## config.mk

```make
export PLATFORM = sky130hd
export DESIGN_NAME = twtb_cfg
export DESIGN_NICKNAME = d
export VERILOG_FILES = /design/src/rtl/twtb_pkg.sv /design/src/rtl/twtb_cfg.sv
export SDC_FILE = /design/constraint.sdc
export NUM_CORES = 1
export LEC_CHECK = 0
export BUFFER_PORTS_ARGS = -buffer_cell sky130_fd_sc_hd__buf_2
export CORE_AREA = 2 2 146 148
export CTS_CLUSTER_DIAMETER = 100
export DETAILED_ROUTE_END_ITERATION = 10
export DIE_AREA = 0 0 148 150
export HOLD_SLACK_MARGIN = 0.06
export PLACE_DENSITY_LB_ADDON = 0.12
export SLEW_MARGIN = 10
export SYNTH_ARGS = -nofsm -noshare
export SYNTH_HDL_FRONTEND = slang
export SYNTH_SLANG_ARGS = --single-unit
```

## constraint.sdc

```tcl
create_clock -name clk -period 6.5 [get_ports clk]
set_input_delay 1.3 -clock clk [delete_from_list [all_inputs] [get_ports clk]]
set_output_delay 1.3 -clock clk [all_outputs]
set_load 0.05 [all_outputs]
```

## src/rtl/twtb_pkg.sv

```systemverilog
// Shared types, constants and helpers for the time window track buffer.
// Used by twtb_cfg, twtb_ctrl and the top unit; depends on nothing else.
package twtb_pkg;

  localparam int DEPTH  = 1024;
  localparam int ADDR_W = $clog2(DEPTH);
  localparam int CNT_W  = $clog2(DEPTH + 1);
  localparam int POP_W  = $clog2(DEPTH + 2);

  localparam int TS_W        = 42;
  localparam int ID_W        = 32;
  localparam int OP_W        = 2;
  localparam int MAXSZ_W     = 11;
  localparam int WIN_W       = 14;
  localparam int COUNT_OUT_W = 11;
  localparam int WMS_W       = 36;

  localparam int CFG_IDX_W  = 1;
  localparam int CFG_DATA_W = 14;

  localparam int IN_DATA_W    = 48;
  localparam int OUT_FIELDS_W = 1 + ID_W + 1 + ID_W + ID_W + COUNT_OUT_W + TS_W + TS_W;
  localparam int OUT_DATA_W   = 200;
  localparam int OUT_PAD_W    = OUT_DATA_W - OUT_FIELDS_W;

  // bit positions of result fields in the output word
  localparam int OUT_PVALID    = 1 + ID_W;
  localparam int OUT_PFIRST_LO = OUT_PVALID + 1;
  localparam int OUT_PLAST_LO  = OUT_PFIRST_LO + ID_W;
  localparam int OUT_COUNT_LO  = OUT_PLAST_LO + ID_W;
  localparam int OUT_OLDEST_LO = OUT_COUNT_LO + COUNT_OUT_W;
  localparam int OUT_NEWEST_LO = OUT_OLDEST_LO + TS_W;

  localparam int SECONDS_PER_HOUR = 60 * 60;
  localparam logic [WMS_W-1:0] MS_PER_HOUR = WMS_W'(SECONDS_PER_HOUR * 1000);

  localparam int WIN_RESET_HOURS = 24;
  localparam int MAXSZ_RESET     = 1024;
  localparam logic [WMS_W-1:0] WIN_RESET_MS = WMS_W'(WIN_RESET_HOURS) * MS_PER_HOUR;
  localparam logic [CNT_W-1:0] LIM_RESET =
    CNT_W'((DEPTH < MAXSZ_RESET) ? DEPTH : MAXSZ_RESET);

  localparam logic [CFG_IDX_W-1:0] REG_MAX_SIZE = 1'b0;
  localparam logic [CFG_IDX_W-1:0] REG_WINDOW   = 1'b1;

  typedef enum logic [OP_W-1:0] {
    OP_ADD   = 2'd0,
    OP_CLEAR = 2'd1,
    OP_TRIM  = 2'd2
  } op_t;

  typedef struct packed {
    logic [CNT_W-1:0] lim;
    logic [WMS_W-1:0] window_ms;
  } cfg_t;

  typedef struct packed {
    logic              we;
    logic [ADDR_W-1:0] addr;
    logic [TS_W-1:0]   data;
  } mem_wr_t;

  // ring position a + b, with b at most DEPTH
  function automatic logic [ADDR_W-1:0] ring_add(input logic [ADDR_W-1:0] a,
                                                 input logic [CNT_W-1:0] b);
    logic [CNT_W:0] s;
    s = (CNT_W+1)'(a) + (CNT_W+1)'(b);
    if (s >= (CNT_W+1)'(DEPTH)) begin
      s = s - (CNT_W+1)'(DEPTH);
    end
    return s[ADDR_W-1:0];
  endfunction

endpackage

```

## src/rtl/twtb_cfg.sv

```systemverilog
// Configuration registers: clamped size limit and window converted to ms.
// Depends on twtb_pkg.
module twtb_cfg (
  input  logic                             clk,
  input  logic                             rst,
  input  logic                             cfg_we,
  input  logic [twtb_pkg::CFG_IDX_W-1:0]   cfg_addr,
  input  logic [twtb_pkg::CFG_DATA_W-1:0]  cfg_data,
  output twtb_pkg::cfg_t                   cfg
);
  import twtb_pkg::*;

  logic [MAXSZ_W-1:0] size_in;

  assign size_in = cfg_data[MAXSZ_W-1:0];

  always_ff @(posedge clk) begin
    if (rst) begin
      cfg.lim       <= LIM_RESET;
      cfg.window_ms <= WIN_RESET_MS;
    end else if (cfg_we) begin
      case (cfg_addr)
        REG_MAX_SIZE: begin
          if (size_in == '0) begin
            cfg.lim <= CNT_W'(1);
          end else if (32'(size_in) > 32'(DEPTH)) begin
            cfg.lim <= CNT_W'(DEPTH);
          end else begin
            cfg.lim <= CNT_W'(size_in);
          end
        end
        REG_WINDOW: begin
          cfg.window_ms <= WMS_W'(cfg_data[WIN_W-1:0]) * MS_PER_HOUR;
        end
        default: begin
        end
      endcase
    end
  end

endmodule

```

==> metrics.md, run 1 <==
| Metric | Value |
|---|---|
| Status | `completed` |
| Largest register FFs | `40` |
| Post-route cell area | `approximately 0.007 sq mm` |
| Crit Path Class | `in2reg` |
| I/O pin cnt | `65` |
| Vias | `roughly 4.6k` |
| Wirelength per Cell | `roughly 15 um` |
| Max-slew headroom | `25.1%` |
| First-pass DRT Iterations | `4` |
| Async set-reset flop share out of synthesis | `0%` |
| Max clock buf depth | `2` |
| Largest net degree at the start of global routing | `34` |
| Worst-Margin Slew | `around 1100 ps` |
| Crit path cell chain | `buf_2, buf_12, fa_1, fa_1, fa_1, fa_1, fa_1, fa_1, ha_1, nand2_1, nor2_1, a221o_1, o221ai_1, nor2b_1, o32a_1, nand2_1` |
| Die Span Y | `150 um` |
| Clock skew | `0 ps` |
| First-pass GRT wire length | `around 25000 um` |
| CP peak stage delay | `590 ps` |
| Hold Crit Class | `reg2reg` |
| Fin nets | `between 900 and 1k` |
| Slew Viols, Final | `0` |
| Post-Syn Area | `between 0.006 and 0.007 sq mm` |
| Final WS setup | `250 ps` |
| Synth warn | `0` |
| Yosys top cell by area | `fa_1` |
| Pre-CTS WS | `-43.4 ps` |
| Area Overhead vs Synth | `14.9%` |
| Top cell type's share of synthesized area | `between 20% and 30%` |
| # diodes | `0` |
| Clock net sink count | `40` |
| CTS Buf Count | `5` |
| Req. time, crit path | `6680 ps` |
| Clk_lat worst skew | `290 ps` |
| Worst path bufs/invs | `2` |
| Via density per instance | `around 4.5` |
| Final setup viols | `0` |
| CP max stage cell | `fa_1` |
| Post-synth EDFFs | `0` |
| Crit path DAT | `6430 ps` |
| Top Registers | `cfg x40` |
| Netlist cell types | `61` |
| CTS Root Cell | `clkbuf_16` |
| Placed Area | `between 0.006 and 0.007 sq mm` |
| Die Footprint | `0.0222 sq mm` |
| Fin Hold WS | `approximately 450 ps` |
| Seq/Total Area, Yosys | `roughly an eighth` |
| Fraction of layout cells with a size suffix above 1 | `14.1%` |
| Remaining DRCs | `0` |
| Clock-pin slew on the worst setup and hold paths | `around 60 ps` |
| Top cells by area, synth | `fa_1 29%, ha_1 21%, dfxtp_1 13%, inv_1 8.9%, a21oi_1 3.4%` |
| Critical path's top delay family | `adder cells` |
| Biggest register | `cfg` |
| Die Wd | `roughly 150 um` |
| Hold Fails Final Rpt | `0` |
| Row count | `53` |
| Final wirelength | `~15000 um` |
| Initial Util | `between 20 and 30%` |
| Core area | `approximately 0.021 sq mm` |
| GP Congestion | `between 0.8 and 0.9` |
| Main flop type after synthesis | `dfxtp_1` |
| Post-Syn Instances | `between 600 and 700` |
| Synthesis-stage register bit count | `40` |
| Syn_area_per_cell | `between 9 and 10 sq um` |
| H-tree Lvls | `2` |
| Maximum clock frequency | `160 MHz` |
| CP Max Fanout | `7` |
| Initial DRC count | `~100` |
| Final min period | `between 6000 and 7000 ps` |
| Max-cap violations | `0` |
| Crit. End Element | `register` |
| RSZ-0062 raised after global routing | `no` |
| Remaining antenna violation count | `0` |
| GRT Util Overall | `between 10% and 20%` |
| Detail Placement HPWL | `13700 um` |
| Port bufs | `between 50 and 60` |
| CTS tree | `built` |
| Ratio of final minimum period to clock period | `a little over nine tenths` |
| Critical Path Most Common Cell | `fa_1` |
| Initial antenna violation count | `0` |
| Hold Buf Count CTS | `0` |
| CP startpoint kind | `input port` |
| Total gr overflow | `0` |
| Vias in the first global route | `around 4.8k` |
==> per-layer routing <==
layer  vias to the layer above  track usage (%)  part of all wire [%]
li1                       2290                -                     -
met1                      2233             19.4                    46
met2                        50             25.1                    50
met3                        11             2.07                   2.1
met4                         0             3.33                   1.2
met5                         -                0                     0
==> repair_timing <==
item,4_1_cts,5_1_grt
setup endpoints to repair,0,3
setup buffers,0,0
resized for setup,0,2
==> cell usage in the layout (no fill, tap or decap), types with 2 or more instances in the layout <==
| cell | Yosys | final |
|---|---|---|
| ha_1 | 104 | 104 |
| a211oi_1 | 2 | 2 |
| nand3_1 | 9 | 9 |
| o211ai_1 | 7 | 7 |
| a21boi_0 | 3 | 3 |
| a22o_1 | 3 | 3 |
| inv_1 | 144 | 144 |
| o21ai_0 | 19 | 19 |
| nor3b_1 | 2 | 2 |
| nand2_1 | 43 | 43 |
| a21o_1 | 9 | 9 |
| fa_1 | 87 | 87 |
| nand2b_1 | 2 | 2 |
| nor2_1 | 32 | 32 |
| conb_1 | 1 | 7 |
| buf_2 | 0 | 57 |
| a31oi_1 | 4 | 4 |
| a22oi_1 | 6 | 6 |
| nand4_1 | 5 | 5 |
| nor3_1 | 5 | 5 |
| clkbuf_16 | 0 | 5 |
| and3_1 | 2 | 2 |
| clkbuf_8 | 0 | 2 |
| o31ai_1 | 2 | 2 |
| nand3b_1 | 2 | 2 |
| o21bai_1 | 4 | 4 |
| o21a_1 | 7 | 7 |
| a21oi_1 | 41 | 41 |
| a21oi_4 | 2 | 2 |
| xnor2_1 | 19 | 19 |
| xor2_1 | 6 | 6 |
| buf_4 | 8 | 29 |
| dfxtp_1 | 40 | 40 |
==> layout make-up <==
| cell class | count | area, sq um |
|---|---|---|
| fillers | 2235 | 13700 |
| multi-input cells | 461 | 4660 |
| repair buffers | 87 | 523 |
| well taps | 275 | 344 |
| flip-flops and latches | 40 | 801 |
| clock buffers | 7 | 153 |
| inverters | 144 | 541 |
==> worst min-delay path: stages (launching register included) <==
cell and delay [ps]:
dfxtp_1 300, nand2_1 50, a21oi_1 50
==> cell families after synthesis <==
family,count (synthesis),synth area share (%)
fa+ha+maj,191,49.8
flops,40,13.1
compound gates,127,14.0
buf+inv,170,11.1
xor+xnor,25,3.59
other cells,1,0.0614
mux,1,0.164
simple gates,110,8.13
==> cells in the mapped netlist (3+ instances only) <==
cell type	count
o21ai_0	19
nand2_1	43
nor2_1	32
a21boi_0	3
nor3_1	5
o211ai_1	7
buf_4	8
clkbuf_1	14
a22oi_1	6
nand3_1	9
a22o_1	3
o21a_1	7
a21o_1	9
xnor2_1	19
a31oi_1	4
inv_1	144
a21oi_1	41
nand4_1	5
dfxtp_1	40
xor2_1	6
o21bai_1	4
fa_1	87
ha_1	104
==> stage by stage <==
stage          setup TNS [ps]  utilization (%)  cells
3_3_place_gp            -94.9             33.2   1007
4_1_cts                     0             33.9   1014
2_1_floorplan               0                -    671
3_5_place_dp             -111             33.2   1007
6_report                    0             33.9   1014
5_1_grt                     0             33.9   1014
==> path summary, 6_finish.rpt <==
path | slack, ps | start | depth (start not counted) | end
setup / recovery | 250 | cfg_data[10] | 16 | cfg[33]
hold / removal | 450 | cfg[36] | 2 | cfg[36]
setup reg to reg | 5660 | cfg[29] | 2 | cfg[29]
hold reg to reg | 450 | cfg[36] | 2 | cfg[36]
Power of run 1 is not shown: default switching activity piles up to over one toggle a cycle in this logic, so the estimate is an artifact.
==> run 2, diff against run 1 <==
ABC_AREA = 1   (was unset)
CORE_AREA = 2 2 106 108   (was 2 2 146 148)
DIE_AREA = 0 0 108 110   (was 0 0 148 150)
==> metrics.md, run 2 <==
| Metric | Value |
|---|---|
| Post-Syn Area | `approximately 0.0066 sq mm` |
| Post-CTS Resized | `0` |
| Hold Crit Class | `reg2reg` |
| Setup tns final | `0 ps` |
| Ratio of final minimum period to clock period | `92.5%` |
| Die Wd | `108 um` |
| Largest net degree at the start of global routing | `39` |
| Register area | `approximately 800 sq um` |
| CP max stage cell | `fa_1` |
| CP peak stage delay | `between 600 and 700 ps` |
| Crit Path Class | `in2reg` |
| Post-synth EDFFs | `0` |
| Crit path cell chain | `buf_2, inv_1, ha_1, fa_1, inv_1, fa_1, fa_1, fa_1, inv_1, fa_1, inv_1, ha_1, nand2_1, inv_1, nand2_1, nand2_1, nand3b_1, nand2_1, nand2_1, nand2_1, nand3_1, nand2_1, inv_1` |
| RSZ-0062 raised after global routing | `no` |
| Max-cap violations | `0` |
| Final min period | `approximately 6000 ps` |
| Status | `completed` |
| Worst-Margin Slew | `~1100 ps` |
| Fraction of layout cells with a size suffix above 1 | `between 8 and 9%` |
| GRT Util Overall | `27.6%` |
| Die Footprint | `about 0.012 sq mm` |
| Final wirelength | `15200 um` |
| Final setup viols | `0` |
| Maximum clock frequency | `around 170 MHz` |
| First-pass GRT wire length | `between 20000 and 30000 um` |
| Netlist cell types | `30` |
| Total gr overflow | `0` |
| Top Registers | `cfg x40` |
| Max clock buf depth | `2` |
| CP Max Fanout | `6` |
| First-pass DRT Iterations | `5` |
| Slew Viols, Final | `0` |
| Die Span Y | `between 100 and 150 um` |
| I/O pin cnt | `65` |
| FF-to-FF path depth | `4` |
| Post-Syn Instances | `approximately 870` |
| Yosys top cell by area | `fa_1` |
| Main flop type after synthesis | `dfxtp_1` |
| Initial Util | `between 60% and 70%` |
| Crit path DAT | `around 6200 ps` |
| Top cells by area, synth | `fa_1 27%, ha_1 20%, inv_1 13%, dfxtp_1 12%, nand2_1 10%` |
| Via density per instance | `5.07` |
| Post-synth top cells | `219 x inv_1, 178 x nand2_1, 104 x ha_1` |
| CP startpoint kind | `input port` |
| Inst Count DP | `~1.1k` |
| Vias in the first global route | `about 5.2k` |
| Clock-pin slew on the worst setup and hold paths | `around 90 ps` |
| Remaining DRCs | `0` |
| FILL cells | `approximately 970` |
| Core area | `0.0107 sq mm` |
| Wirelength per Cell | `around 14 um` |
| Most common cell after layout, fill and taps aside | `inv_1` |
| CTS Root Cell | `clkbuf_8` |
| Clock net sink count | `40` |
| Vias | `5376` |
| Multi-input logic area | `between 0.004 and 0.005 sq mm` |
| Remaining antenna violation count | `0` |
| Most common cell in the netlist | `inv_1` |
| Reg2reg setup slack | `roughly 5800 ps` |
| Async set-reset flop share out of synthesis | `0%` |
| Post-CTS setup buffer count | `0` |
| Worst r2r src | `cfg[16]` |
| Initial antenna violation count | `0` |
| Crit. End Element | `register` |
| Synth warn | `0` |
| Hold Buf Count CTS | `0` |
| Largest register FFs | `40` |
| RR Endpoint | `cfg[16]` |
| Initial DRC count | `between 300 and 400` |
| Seq/Total Area, Yosys | `between 10% and 20%` |
| Biggest register | `cfg` |
| Post-layout util | `65.7%` |
| Syn_area_per_cell | `7.55 sq um` |
| GP Congestion | `0.965` |
| CTS Buf Count | `5` |
| Clock skew | `0 ps` |
| Critical Path Most Common Cell | `nand2_1` |
| Detail Placement HPWL | `between 10000 and 15000 um` |
| Row count | `38` |
| Port bufs | `57` |
| Hold Path Stages | `2` |
| Worst hold path startpoint | `cfg[41]` |
| Hold Fails Final Rpt | `0` |
| Clk_lat worst skew | `320 ps` |
| CTS tree | `built` |
| Top cell type's share of synthesized area | `a little over a quarter` |
| # diodes | `0` |
| Req. time, crit path | `roughly 6700 ps` |
| H-tree Lvls | `2` |
| Most frequent cells in the layout | `219 x inv_1, 178 x nand2_1, 104 x ha_1, 87 x fa_1, 76 x nor2_1` |
| Synthesis-stage register bit count | `40` |
| Hold endpoint | `cfg[41]` |
| Fin nets | `1129` |
| Area Overhead vs Synth | `6.99%` |
| Final Non-Filler Cells | `approximately 1.1k` |
| Max-slew headroom | `a little under a quarter` |
run 2: metal layers:
layer	track usage (%)	share of wire, %	wire (um)
met5	0	0	0
met4	7.42	2.0	310
met3	4.17	5.7	867
met2	46.7	48	7320
met1	37.2	44	6730
run 2: worst max path at each step:
stage | startpoint | depth (start not counted) | slack (ps) | endpoint
after detailed placement | cfg_data[10] | 21 | 170 | cfg[30]
after CTS | cfg_data[10] | 21 | 510 | cfg[30]
after global routing | cfg_data[10] | 23 | 220 | cfg[30]
after floorplan | cfg_data[10] | 19 | 870 | cfg[22]
final | cfg_data[10] | 23 | 490 | cfg[30]
after global placement | cfg_data[10] | 20 | 300 | cfg[22]
run 2: final cells by class:
type,count,area share (%)
clock buffers,5,0.980
clock inverters,2,0.178
inverters,220,11.8
multi-input cells,596,69.1
flip-flops and latches,40,11.4
well taps,140,2.49
repair buffers,57,4.06
run 2: worst max-delay path, delay by kind of cell:
family	cells	cell delay, ps
and+or+nand+nor	9	980
adders and majority gates	7	3420
buffers and inverters	7	540
run 2: cells by family (layout without fill, tap and decap cells):
group	after synthesis	in the layout	share of synthesized area, %
AOI/OAI and AO/OA	64	64	5.20
xor gates and xnor gates	9	9	1.20
adders and majority gates	191	191	46.4
buffers and inverters	239	284	14.2
DFF	40	40	12.2
other	1	7	0.0571
and+or+nand+nor	325	325	20.8
run 2: stage by stage:
step / setup slack, ps / area, sq um / hold slack [ps]
2_1_floorplan: 874 / 6590 / 685
3_3_place_gp: 300 / 6940 / 449
3_5_place_dp: 165 / 6940 / 453
4_1_cts: 506 / 7020 / 470
5_1_grt: 215 / 7020 / 487
6_report: 489 / 7020 / 473
Power of run 2 is left out for the same reason.
