File: config.mk
export PLATFORM = sky130hd
export DESIGN_NAME = twtb_ctrl
export DESIGN_NICKNAME = d
export VERILOG_FILES = /design/src/rtl/twtb_pkg.sv /design/src/rtl/twtb_ctrl.sv
export SDC_FILE = /design/constraint.sdc
export NUM_CORES = 1
export LEC_CHECK = 0
export ABC_AREA = 0
export BUFFER_PORTS_ARGS = -buffer_cell sky130_fd_sc_hd__buf_2
export CAP_MARGIN = 0
export CORE_MARGIN = 2
export CORE_UTILIZATION = 63
export CTS_CLUSTER_DIAMETER = 60
export DETAILED_ROUTE_END_ITERATION = 12
export PLACE_DENSITY = 0.95
export SLEW_MARGIN = 20
export SYNTH_ARGS = -nofsm -noshare
export SYNTH_HDL_FRONTEND = slang
export SYNTH_SLANG_ARGS = --single-unit
File: constraint.sdc
create_clock -name clk -period 29 [get_ports clk]
set_input_delay 0 -clock clk [delete_from_list [all_inputs] [get_ports clk]]
set_output_delay 0 -clock clk [all_outputs]
set_load 0.01 [all_outputs]
File: src/rtl/twtb_pkg.sv
// Shared types, constants and helpers for the time window track buffer.
// Used by twtb_cfg, twtb_ctrl and the top unit; depends on nothing else.
package twtb_pkg;

  localparam int DEPTH  = 1024;
  localparam int ADDR_W = $clog2(DEPTH);
  localparam int CNT_W  = $clog2(DEPTH + 1);
  localparam int POP_W  = $clog2(DEPTH + 2);

  localparam int TS_W        = 42;
  localparam int ID_W        = 32;
  localparam int OP_W        = 2;
  localparam int MAXSZ_W     = 11;
  localparam int WIN_W       = 14;
  localparam int COUNT_OUT_W = 11;
  localparam int WMS_W       = 36;

  localparam int CFG_IDX_W  = 1;
  localparam int CFG_DATA_W = 14;

  localparam int IN_DATA_W    = 48;
  localparam int OUT_FIELDS_W = 1 + ID_W + 1 + ID_W + ID_W + COUNT_OUT_W + TS_W + TS_W;
  localparam int OUT_DATA_W   = 200;
  localparam int OUT_PAD_W    = OUT_DATA_W - OUT_FIELDS_W;

  // bit positions of result fields in the output word
  localparam int OUT_PVALID    = 1 + ID_W;
  localparam int OUT_PFIRST_LO = OUT_PVALID + 1;
  localparam int OUT_PLAST_LO  = OUT_PFIRST_LO + ID_W;
  localparam int OUT_COUNT_LO  = OUT_PLAST_LO + ID_W;
  localparam int OUT_OLDEST_LO = OUT_COUNT_LO + COUNT_OUT_W;
  localparam int OUT_NEWEST_LO = OUT_OLDEST_LO + TS_W;

  localparam int SECONDS_PER_HOUR = 60 * 60;
  localparam logic [WMS_W-1:0] MS_PER_HOUR = WMS_W'(SECONDS_PER_HOUR * 1000);

  localparam int WIN_RESET_HOURS = 24;
  localparam int MAXSZ_RESET     = 1024;
  localparam logic [WMS_W-1:0] WIN_RESET_MS = WMS_W'(WIN_RESET_HOURS) * MS_PER_HOUR;
  localparam logic [CNT_W-1:0] LIM_RESET =
    CNT_W'((DEPTH < MAXSZ_RESET) ? DEPTH : MAXSZ_RESET);

  localparam logic [CFG_IDX_W-1:0] REG_MAX_SIZE = 1'b0;
  localparam logic [CFG_IDX_W-1:0] REG_WINDOW   = 1'b1;

  typedef enum logic [OP_W-1:0] {
    OP_ADD   = 2'd0,
    OP_CLEAR = 2'd1,
    OP_TRIM  = 2'd2
  } op_t;

  typedef struct packed {
    logic [CNT_W-1:0] lim;
    logic [WMS_W-1:0] window_ms;
  } cfg_t;

  typedef struct packed {
    logic              we;
    logic [ADDR_W-1:0] addr;
    logic [TS_W-1:0]   data;
  } mem_wr_t;

  // ring position a + b, with b at most DEPTH
  function automatic logic [ADDR_W-1:0] ring_add(input logic [ADDR_W-1:0] a,
                                                 input logic [CNT_W-1:0] b);
    logic [CNT_W:0] s;
    s = (CNT_W+1)'(a) + (CNT_W+1)'(b);
    if (s >= (CNT_W+1)'(DEPTH)) begin
      s = s - (CNT_W+1)'(DEPTH);
    end
    return s[ADDR_W-1:0];
  endfunction

endpackage

File: src/rtl/twtb_ctrl.sv
// Sequencer: decodes ops, walks the ring front for eviction, appends points,
// and holds the output word. Depends on twtb_pkg; drives the time RAM ports.
module twtb_ctrl (
  input  logic                             clk,
  input  logic                             rst,
  input  twtb_pkg::cfg_t                   cfg,
  input  logic                             s_tvalid,
  output logic                             s_tready,
  input  logic [twtb_pkg::IN_DATA_W-1:0]   s_tdata,
  input  logic [twtb_pkg::OP_W-1:0]        s_tuser,
  output logic                             m_tvalid,
  input  logic                             m_tready,
  output logic [twtb_pkg::OUT_DATA_W-1:0]  m_tdata,
  output twtb_pkg::mem_wr_t                mem_wr,
  output logic [twtb_pkg::ADDR_W-1:0]      mem_raddr,
  input  logic [twtb_pkg::TS_W-1:0]        mem_rdata
);
  import twtb_pkg::*;

  typedef enum logic [1:0] {S_IDLE, S_EVAL, S_WALK, S_DONE} state_t;

  state_t            state;
  op_t               op_r;
  logic [TS_W-1:0]   ts_r;
  logic              rst_ids_r;
  logic [ADDR_W-1:0] head;
  logic [ADDR_W-1:0] head_next;
  logic [CNT_W-1:0]  count;
  logic [ID_W-1:0]   next_id;
  logic [TS_W-1:0]   newest;
  logic [TS_W-1:0]   bound;
  logic              age_en;
  logic              extra;
  logic [POP_W-1:0]  npop;
  logic [ID_W-1:0]   base;
  logic              added;
  logic [ID_W-1:0]   added_id;
  logic              fwd_hit;
  logic [TS_W-1:0]   fwd_data;

  logic [TS_W-1:0]   front;
  logic              is_add;
  logic              add_ok;
  logic [TS_W-1:0]   nv;
  logic [TS_W-1:0]   wms;
  logic              age_ok;
  logic              flush;
  logic              drop_all;
  logic              walk_pop;
  logic              popped;
  logic [ID_W-1:0]   pfirst;
  logic [ID_W-1:0]   plast;
  logic [TS_W-1:0]   oldest_o;
  logic [TS_W-1:0]   newest_o;

  // head entry, with bypass for a write that landed on it last cycle
  assign front = fwd_hit ? fwd_data : mem_rdata;

  always_comb begin
    is_add   = (op_r == OP_ADD);
    add_ok   = (count == '0) || (newest <= ts_r);
    nv       = is_add ? ts_r : newest;
    wms      = TS_W'(cfg.window_ms);
    age_ok   = (wms <= nv);
    // zero window with an older front point drops everything
    flush    = (state == S_EVAL) && (count != '0) && (wms == '0) && (front < nv) &&
               ((is_add && add_ok) || (op_r == OP_TRIM));
    drop_all = flush || ((state == S_EVAL) && (op_r == OP_CLEAR));
    walk_pop = (state == S_WALK) && (count != '0) &&
               ((age_en && (front < bound)) ||
                (((CNT_W+1)'(count) + (CNT_W+1)'(extra)) > (CNT_W+1)'(cfg.lim)));
    if (drop_all) begin
      head_next = ring_add(head, count);
    end else if (walk_pop) begin
      head_next = ring_add(head, CNT_W'(1));
    end else begin
      head_next = head;
    end
    mem_wr.we   = (state == S_WALK) && !walk_pop && extra;
    mem_wr.addr = ring_add(head, count);
    mem_wr.data = ts_r;
  end

  assign mem_raddr = head_next;
  assign s_tready  = (state == S_IDLE);

  always_comb begin
    popped   = (npop != '0);
    pfirst   = popped ? base : '0;
    plast    = popped ? (base + ID_W'(npop) - ID_W'(1)) : '0;
    oldest_o = (count != '0) ? front : '0;
    newest_o = (count != '0) ? newest : '0;
  end

  always_ff @(posedge clk) begin
    if (rst) begin
      state    <= S_IDLE;
      head     <= '0;
      count    <= '0;
      next_id  <= '0;
      m_tvalid <= 1'b0;
      fwd_hit  <= 1'b0;
    end else begin
      head     <= head_next;
      fwd_hit  <= mem_wr.we && (mem_wr.addr == head_next);
      fwd_data <= ts_r;
      if (m_tvalid && m_tready && (state != S_DONE)) begin
        m_tvalid <= 1'b0;
      end
      case (state)
        S_IDLE: begin
          if (s_tvalid) begin
            op_r      <= op_t'(s_tuser);
            ts_r      <= s_tdata[TS_W-1:0];
            rst_ids_r <= s_tdata[TS_W];
            added     <= 1'b0;
            added_id  <= '0;
            npop      <= '0;
            base      <= next_id - ID_W'(count);
            state     <= S_EVAL;
          end
        end
        S_EVAL: begin
          bound  <= nv - wms;
          age_en <= age_ok;
          extra  <= is_add;
          state  <= S_DONE;
          case (op_r)
            OP_ADD: begin
              if (add_ok) begin
                added    <= 1'b1;
                added_id <= next_id;
                next_id  <= next_id + ID_W'(1);
                if (flush) begin
                  npop  <= POP_W'(count) + POP_W'(1);
                  count <= '0;
                end else begin
                  state <= S_WALK;
                end
              end
            end
            OP_CLEAR: begin
              npop  <= POP_W'(count);
              count <= '0;
              if (rst_ids_r) begin
                next_id <= '0;
              end
            end
            OP_TRIM: begin
              if (flush) begin
                npop  <= POP_W'(count);
                count <= '0;
              end else if (count != '0) begin
                state <= S_WALK;
              end
            end
            default: begin
            end
          endcase
        end
        S_WALK: begin
          if (walk_pop) begin
            count <= count - CNT_W'(1);
            npop  <= npop + POP_W'(1);
          end else begin
            if (extra) begin
              count  <= count + CNT_W'(1);
              newest <= ts_r;
            end
            state <= S_DONE;
          end
        end
        S_DONE: begin
          if (!m_tvalid || m_tready) begin
            m_tvalid <= 1'b1;
            m_tdata  <= {OUT_PAD_W'(0), newest_o, oldest_o, COUNT_OUT_W'(count),
                         plast, pfirst, popped, added_id, added};
            state    <= S_IDLE;
          end
        end
        default: begin
          state <= S_IDLE;
        end
      endcase
    end
  end

endmodule

==> results of run 1 <==
-- registers in the layout, indices dropped and copies added (netlist names), 2 cells and up --
signal,cells
ts_r,42
added_id,32
fwd_data,42
state,2
m_tdata,193
op_r,2
head,10
count,11
newest,42
bound,42
next_id,32
base,32
npop,11
-- where the power goes --
part           switching [mW]  internal (mW)
Clock                   0.302          0.372
Combinational           0.410          0.243
Sequential             0.0434          0.905
-- metrics by stage --
stage / utilization [%] / hold WS, ps / power (mW) / area, um2
after floorplan: - / 98.87 / 1.383 / 28350
after global placement: 69.75 / 176.5 / 1.531 / 30910
after detailed placement: 69.75 / 178.1 / 1.566 / 30910
after CTS: 75.76 / 0.2898 / 2.237 / 33570
after global routing: 75.92 / 31.98 / 2.362 / 33650
final: 75.94 / 24.50 / 2.275 / 33650
-- worst reg2reg max path: stages (launching register included) --
cell      delay [ps]
dfxtp_1          640
clkinv_1         410
nor3_1           630
nand3_1          210
xnor2_1          180
ha_1             320
nand4_1          120
or4_1            540
a32o_1           290
nor2_1           150
o211ai_1         120
nand3_1          480
nand2_1          170
o211ai_2         620
or2_0            580
o32ai_1          210
-- cells by family (layout without fill, tap and decap cells) --
logic type                 after synthesis  in the layout  synth area share [%]
muxes                                  101            101                 3.780
and+or+nand+nor                        766            766                 14.13
xor gates and xnor gates               157            157                 4.853
AOI/OAI and AO/OA                      429            429                 9.994
adders and majority gates              251            251                 11.19
other                                    1             18               0.01324
buffers and inverters                  381            909                 5.163
DFF                                    499            499                 50.87
-- routing by layer --
metal	track usage (%)	up-vias	wire [um]
met4	21.64	2	5358
met5	0.2083	-	11
met2	56.87	1638	39140
li1	-	10280	-
met3	7.326	419	8492
met1	44.35	11030	31400
-- final cells by class --
type,count,area [um2]
well taps,592,740.7
repair buffers,510,3100
clock buffers,68,1434
multi-input cells,1711,12540
flip-flops and latches,499,14420
diodes,11,27.53
fillers,2699,10660
clock inverters,30,270.3
inverters,301,1130
-- layout by cell type (no fill, tap or decap), types with 56 or more instances in the layout --
cell type	count
nand3_1	58
dlygate4sd3_1	96
buf_2	395
a21oi_1	139
o21ai_0	71
and2_1	129
edfxtp_1	442
inv_1	296
nor2_1	194
nand2_1	110
dfxtp_1	56
xnor2_1	117
ha_1	246
-- final timing paths --
check             slack, ps   startpoint           end  cells past startpoint
hold reg to reg         420  added_id[9]   m_tdata[10]                      0
hold / removal           20       cfg[4]      bound[4]                      4
setup reg to reg      23180     count[2]      count[9]                     15
setup / recovery      23000      op_r[0]  mem_raddr[2]                     14
==> summary.txt, run 1 <==
Yosys
  • Ys async rst share: 0%
  • Mapped Cells: 2585
  • Post-synthesis sequential area ratio: 50.87%
  • #FFs+latches synth: 499
  • Synth top area cells: edfxtp_1 (47%), ha_1 (11%), dfxtp_1 (4.0%)
  • Synth warn: 0
  • Mapped cell area: 28330 um2
  • Predominant post-synthesis flop cell: edfxtp_1
  • Post-synth EDFFs: ~440
  • Top-area cell type share of the netlist area: 46.85%
  • Cell taking the most area after synthesis: edfxtp_1
  • Synth cell types: 86
  • Mapped Avg Cell Area: 10.96 um2
  • Cell with the most instances after synthesis: edfxtp_1
  • Top cells by count, synth: edfxtp_1 (442), inv_1 (297), ha_1 (247)

Timing
  • Final hold vios: 0
  • Max-slew headroom: about a quarter
  • RSZ-0062 raised after global routing: false
  • Final max-slew violation count: 0
  • Final Worst Setup Slack: 23000 ps
  • Fmax: ~170 MHz
  • Setup TNS: 0 ps
  • Setup Viol. Count Final: 0
  • Max Clock Skew: 27.94 ps
  • Clock period minus worst slack: 5998 ps
  • Worst slew pin tran: roughly 1100 ps
  • Final worst path period share: between 20% and 30%

Placement
  • I/O Buffers: about 400
  • Post-detail-place hpwl: 55.40 mm
  • Placed cells: 3516
  • Pre-CTS setup slack: 23450 ps
  • Routability cong.: about 0.95

Clock tree
  • CTS tree: done
  • Clock Sinks: 499
  • Post-CTS Hold Fix Bufs: 96
  • CTS Root Cell: clkbuf_16
  • CTS max path bufs: 3
  • Clk slew on worst S/H paths: roughly 60 ps
  • Post-cts sizing count: 0
  • Total CTS buffers: 53
  • Clk_lat worst skew: around 620 ps
  • CTS H-tree depth: 2
  • Post-CTS Setup Inserts: 0

Floorplanning
  • Ports: approximately 410
  • Die area: around 47000 um2
  • Die Height: about 220 um
  • Starting Density: 63.93%
  • Die width: about 220 um
  • Row Count: 77
  • Core area: between 40000 and 50000 um2

Global route
  • GRT Total Usage: between 30% and 40%
  • Vias in the first global route: ~24000
  • GR Overflow Total: 0
  • Initial antenna violation count: 12
  • Largest net degree at the start of global routing: 78
  • First-pass GRT wire length: approximately 130 mm

Detailed routing
  • Via density: around 6.3
  • Routed WL: roughly 84 mm
  • DR vias: between 20000 and 25000
  • DR DRC count: 0
  • First-pass DRT Iterations: 8
  • Post-route ant nets: 0
  • Wirelength per Cell: between 20 and 25 um
  • Starting DRT DRC Count: about 2800

Layout
  • Nets: between 3000 and 4000
  • Syn-to-layout area delta: 18.79%
  • Post-route non-filler standard cell count: 3722
  • Share of cells above drive strength 1: between 10% and 20%

Critical path
  • Worst Path Required: between 20000 and 30000 ps
  • CP Cell Sequence: inv_1 -> ha_2 -> buf_4 -> mux2i_1 -> ha_1 -> a21o_1 -> a21o_1 -> a21oi_1 -> nand2_1 -> a311oi_1 -> o211ai_4 -> o21ai_4 -> mux2_2 -> buf_2
  • Most used cell, CP: a21o_1
  • CP Launch Type: flip-flop
  • Worst Path Max Fanout: 51
  • Delay of the slowest critical-path stage: 870 ps
  • Bufs and invs on worst path: 3
  • Crit path max-delay family: compound AO/OA/AOI/OAI gates
  • CP arrival: around 6000 ps
  • Slowest stage cell, crit path: a311oi_1
  • Crit Path Category: reg -> out
  • Setup crit end kind: primary output

Outcome
  • Status: completed

Job
  • MaxCap Viol Count: 0

Power
  • Power per cell area: just under 70 nW/um2
  • Lkg Pwr: roughly 14 nW
  • Max VDD drop: roughly 0.067 mV

Hold path
  • Hold Path Class: in -> reg
Power figures use the tool's default switching activity.
==> run 2, diff against run 1 <==
Settings changed: CORE_UTILIZATION 63 to 58, PLACE_DENSITY 0.95 to 0.91.
Clock period 29 ns to 6.1 ns, I/O delays scaled along.
==> run 2 against run 1 <==
Against the previous run:
- wire length down 2.4%
- total power rose to 4.8 times the previous value
- sequential share of layout area down 0.17 points
- count of clock-buffer cells in the layout down 1
- clock skew up 11 ps
- utilization down 5.5 points
- sequential power rose to 4.8 times the previous value
- sequential cell count unchanged
- global-route usage down 3.3 points
- worst setup slack worse by 23000 ps
- critical endpoint is now mem_raddr[9]
==> summary.txt, run 2 (synthesis results as in run 1) <==
Critical path
  • Delay of the slowest critical-path stage: 890 ps (was 870 ps)
  • Bufs and invs on worst path: 3 (unchanged)
  • Crit Path Category: reg -> out (unchanged)
  • Crit path max-delay family: compound AO/OA/AOI/OAI gates (unchanged)
  • CP arrival: 5940 ps (was 6000 ps)
  • Worst Path Max Fanout: 32 (was 51)
  • Setup crit end kind: primary output (unchanged)
  • Slowest stage cell, crit path: ha_2 (was a311oi_1)
  • CP Cell Sequence: inv_1 -> ha_2 -> buf_4 -> mux2i_1 -> ha_1 -> a21o_1 -> a21oi_1 -> nand2_1 -> a311oi_1 -> o211ai_4 -> o21ai_4 -> mux2_2 -> buf_2 (was inv_1 -> ha_2 -> buf_4 -> mux2i_1 -> ha_1 -> a21o_1 -> a21o_1 -> a21oi_1 -> nand2_1 -> a311oi_1 -> o211ai_4 -> o21ai_4 -> mux2_2 -> buf_2)
  • Worst Path Required: 6100 ps (was 29000 ps)
  • CP Launch Type: flip-flop (unchanged)

Timing
  • Max Clock Skew: 39.38 ps (was 27.94 ps)
  • Setup TNS: 0 ps (unchanged)
  • Final max-slew violation count: 0 (unchanged)
  • RSZ-0062 raised after global routing: false (unchanged)
  • Final hold vios: 0 (unchanged)
  • Worst slew pin tran: 1134 ps (was 1102 ps)
  • Clock period minus worst slack: roughly 6000 ps
  • Final worst path period share: between 90% and 100%
  • Setup Viol. Count Final: 0 (unchanged)
  • Max-slew headroom: 24.40% (was 26.05%)
  • Worst-case hold slack: 32.15 ps (was 24.50 ps)
  • Fmax: 168.4 MHz

Clock tree
  • Total CTS buffers: 54 (was 53)
  • CTS max path bufs: 3 (unchanged)
  • Clock Sinks: 499 (unchanged)
  • CTS Root Cell: clkbuf_16 (unchanged)
  • CTS tree: done (unchanged)
  • Post-cts sizing count: 0 (unchanged)
  • Clk slew on worst S/H paths: 60 ps (about the same)
  • Clk_lat worst skew: 640 ps (was 620 ps)
  • CTS H-tree depth: 2 (unchanged)

Detailed routing
  • Routed WL: 82.41 mm (was 84.41 mm)
  • Starting DRT DRC Count: 2198 (was 2783)
  • Wirelength per Cell: 21.95 um (was 22.68 um)
  • First-pass DRT Iterations: 6 (was 8)
  • DR DRC count: 0 (unchanged)
  • Post-route ant nets: 0 (unchanged)
  • Via density: 6.097 (was 6.278)
  • DR vias: 22890 (was 23370)

Layout
  • Share of cells above drive strength 1: 18.88% (was 18.72%)
  • Fillers: 3154 (was 2699)
  • Largest register FFs: 193 (unchanged)
  • Reg with most FFs: m_tdata (unchanged)
  • Nets: 3482 (was 3470)
  • Fin util: 70.48% (was 75.94%)
  • Design Area, Final: 33790 um2 (was 33650 um2)
  • Syn-to-layout area delta: 19.27% (was 18.79%)
  • Most common cell after layout, fill and taps aside: edfxtp_1 (unchanged)
  • Most frequent cells in the layout: edfxtp_1 (442), buf_2 (395), inv_1 (296), ha_1 (246), nor2_1 (194) (unchanged)
  • Area of the multi-input gates: 12540 um2 (unchanged)
  • FF+latch area: 14420 um2 (unchanged)

Global route
  • GRT Total Usage: 32.11% (was 35.44%)
  • GR Overflow Total: 0 (unchanged)
  • Vias in the first global route: 23000 (was 23520)
  • First-pass GRT wire length: 125.7 mm (was 128.7 mm)
  • Initial antenna violation count: 9 (was 12)
  • Largest net degree at the start of global routing: 159 (was 78)

Job
  • MaxCap Viol Count: 0 (unchanged)

Floorplanning
  • Die Height: 225.0 um (was 216.1 um)
  • Row Count: 80 (was 77)
  • Die area: 50630 um2 (was 46680 um2)
  • Ports: 408 (unchanged)
  • Die width: 225.0 um (was 216.1 um)
  • Core area: 47950 um2 (was 44320 um2)
  • Starting Density: 59.09% (was 63.93%)

Outcome
  • Status: completed (unchanged)

Placement
  • Dpl cell area: 31040 um2 (was 30910 um2)
  • Routability cong.: 0.9382 (was 0.9522)
  • I/O Buffers: 395 (unchanged)
  • Post-detail-place hpwl: 57.35 mm (was 55.40 mm)

Power
  • Power per cell area: 319.9 nW/um2 (was 67.60 nW/um2)
  • Max VDD drop: 0.2716 mV (was 0.06705 mV)
  • Lkg Pwr: 14.33 nW (was 14.29 nW)

Hold path
  • Hold Path Class: in -> reg (unchanged)
==> run 2: path summary, 6_finish.rpt <==
path	startpoint	to	slack, ps	cells after the start
min	cfg[2]	bound[2]	30	4
max reg2reg	op_r[0]	npop[5]	550	14
min reg2reg	added_id[12]	m_tdata[13]	420	0
max	op_r[0]	mem_raddr[9]	160	13
==> run 2: final cells by class <==
type	count	area share [%]
flip-flops and latches	499	42.66
multi-input cells	1711	37.10
repair buffers	521	9.457
clock buffers	67	4.203
inverters	301	3.344
well taps	615	2.277
clock inverters	32	0.8924
diodes	9	0.06665
==> run 2: power by group <==
part	leakage, nW	switching (mW)	internal (mW)
clock	0.816	1.44	1.80
combinational	8.95	1.90	1.16
sequential	4.56	0.214	4.30
==> run 2: repair_timing <==
| action | in CTS | in global routing |
|---|---|---|
| setup buffers | 0 | 0 |
| hold buffers | 99 | 0 |
| hold endpoints to repair | 102 | 0 |
==> run 2: tightest hold or removal path, delay by kind of cell <==
family | cells | cell delay [ps]
adders and majority gates | 1 | 200
buffers and inverters | 2 | 190
xor gates and xnor gates | 1 | 140
==> run 2: metal layers <==
metal  share of wire (%)  wire length (um)  GRT usage [%]
met5                   0                 0              0
met4                 5.8              4791          17.75
met3                 7.8              6431          5.997
met2                  47             38910          52.38
met1                  39             32280          40.51
==> run 2: stage by stage <==
step / setup WS [ps] / std cells / power, mW
3_5_place_dp: 940.9 / 3548 / 7.460
2_1_floorplan: 203.7 / 2591 / 6.539
6_report: 162.7 / 3755 / 10.81
5_1_grt: 97.97 / 3754 / 11.25
4_1_cts: 492.0 / 3746 / 10.70
3_3_place_gp: 1115 / 3548 / 7.290
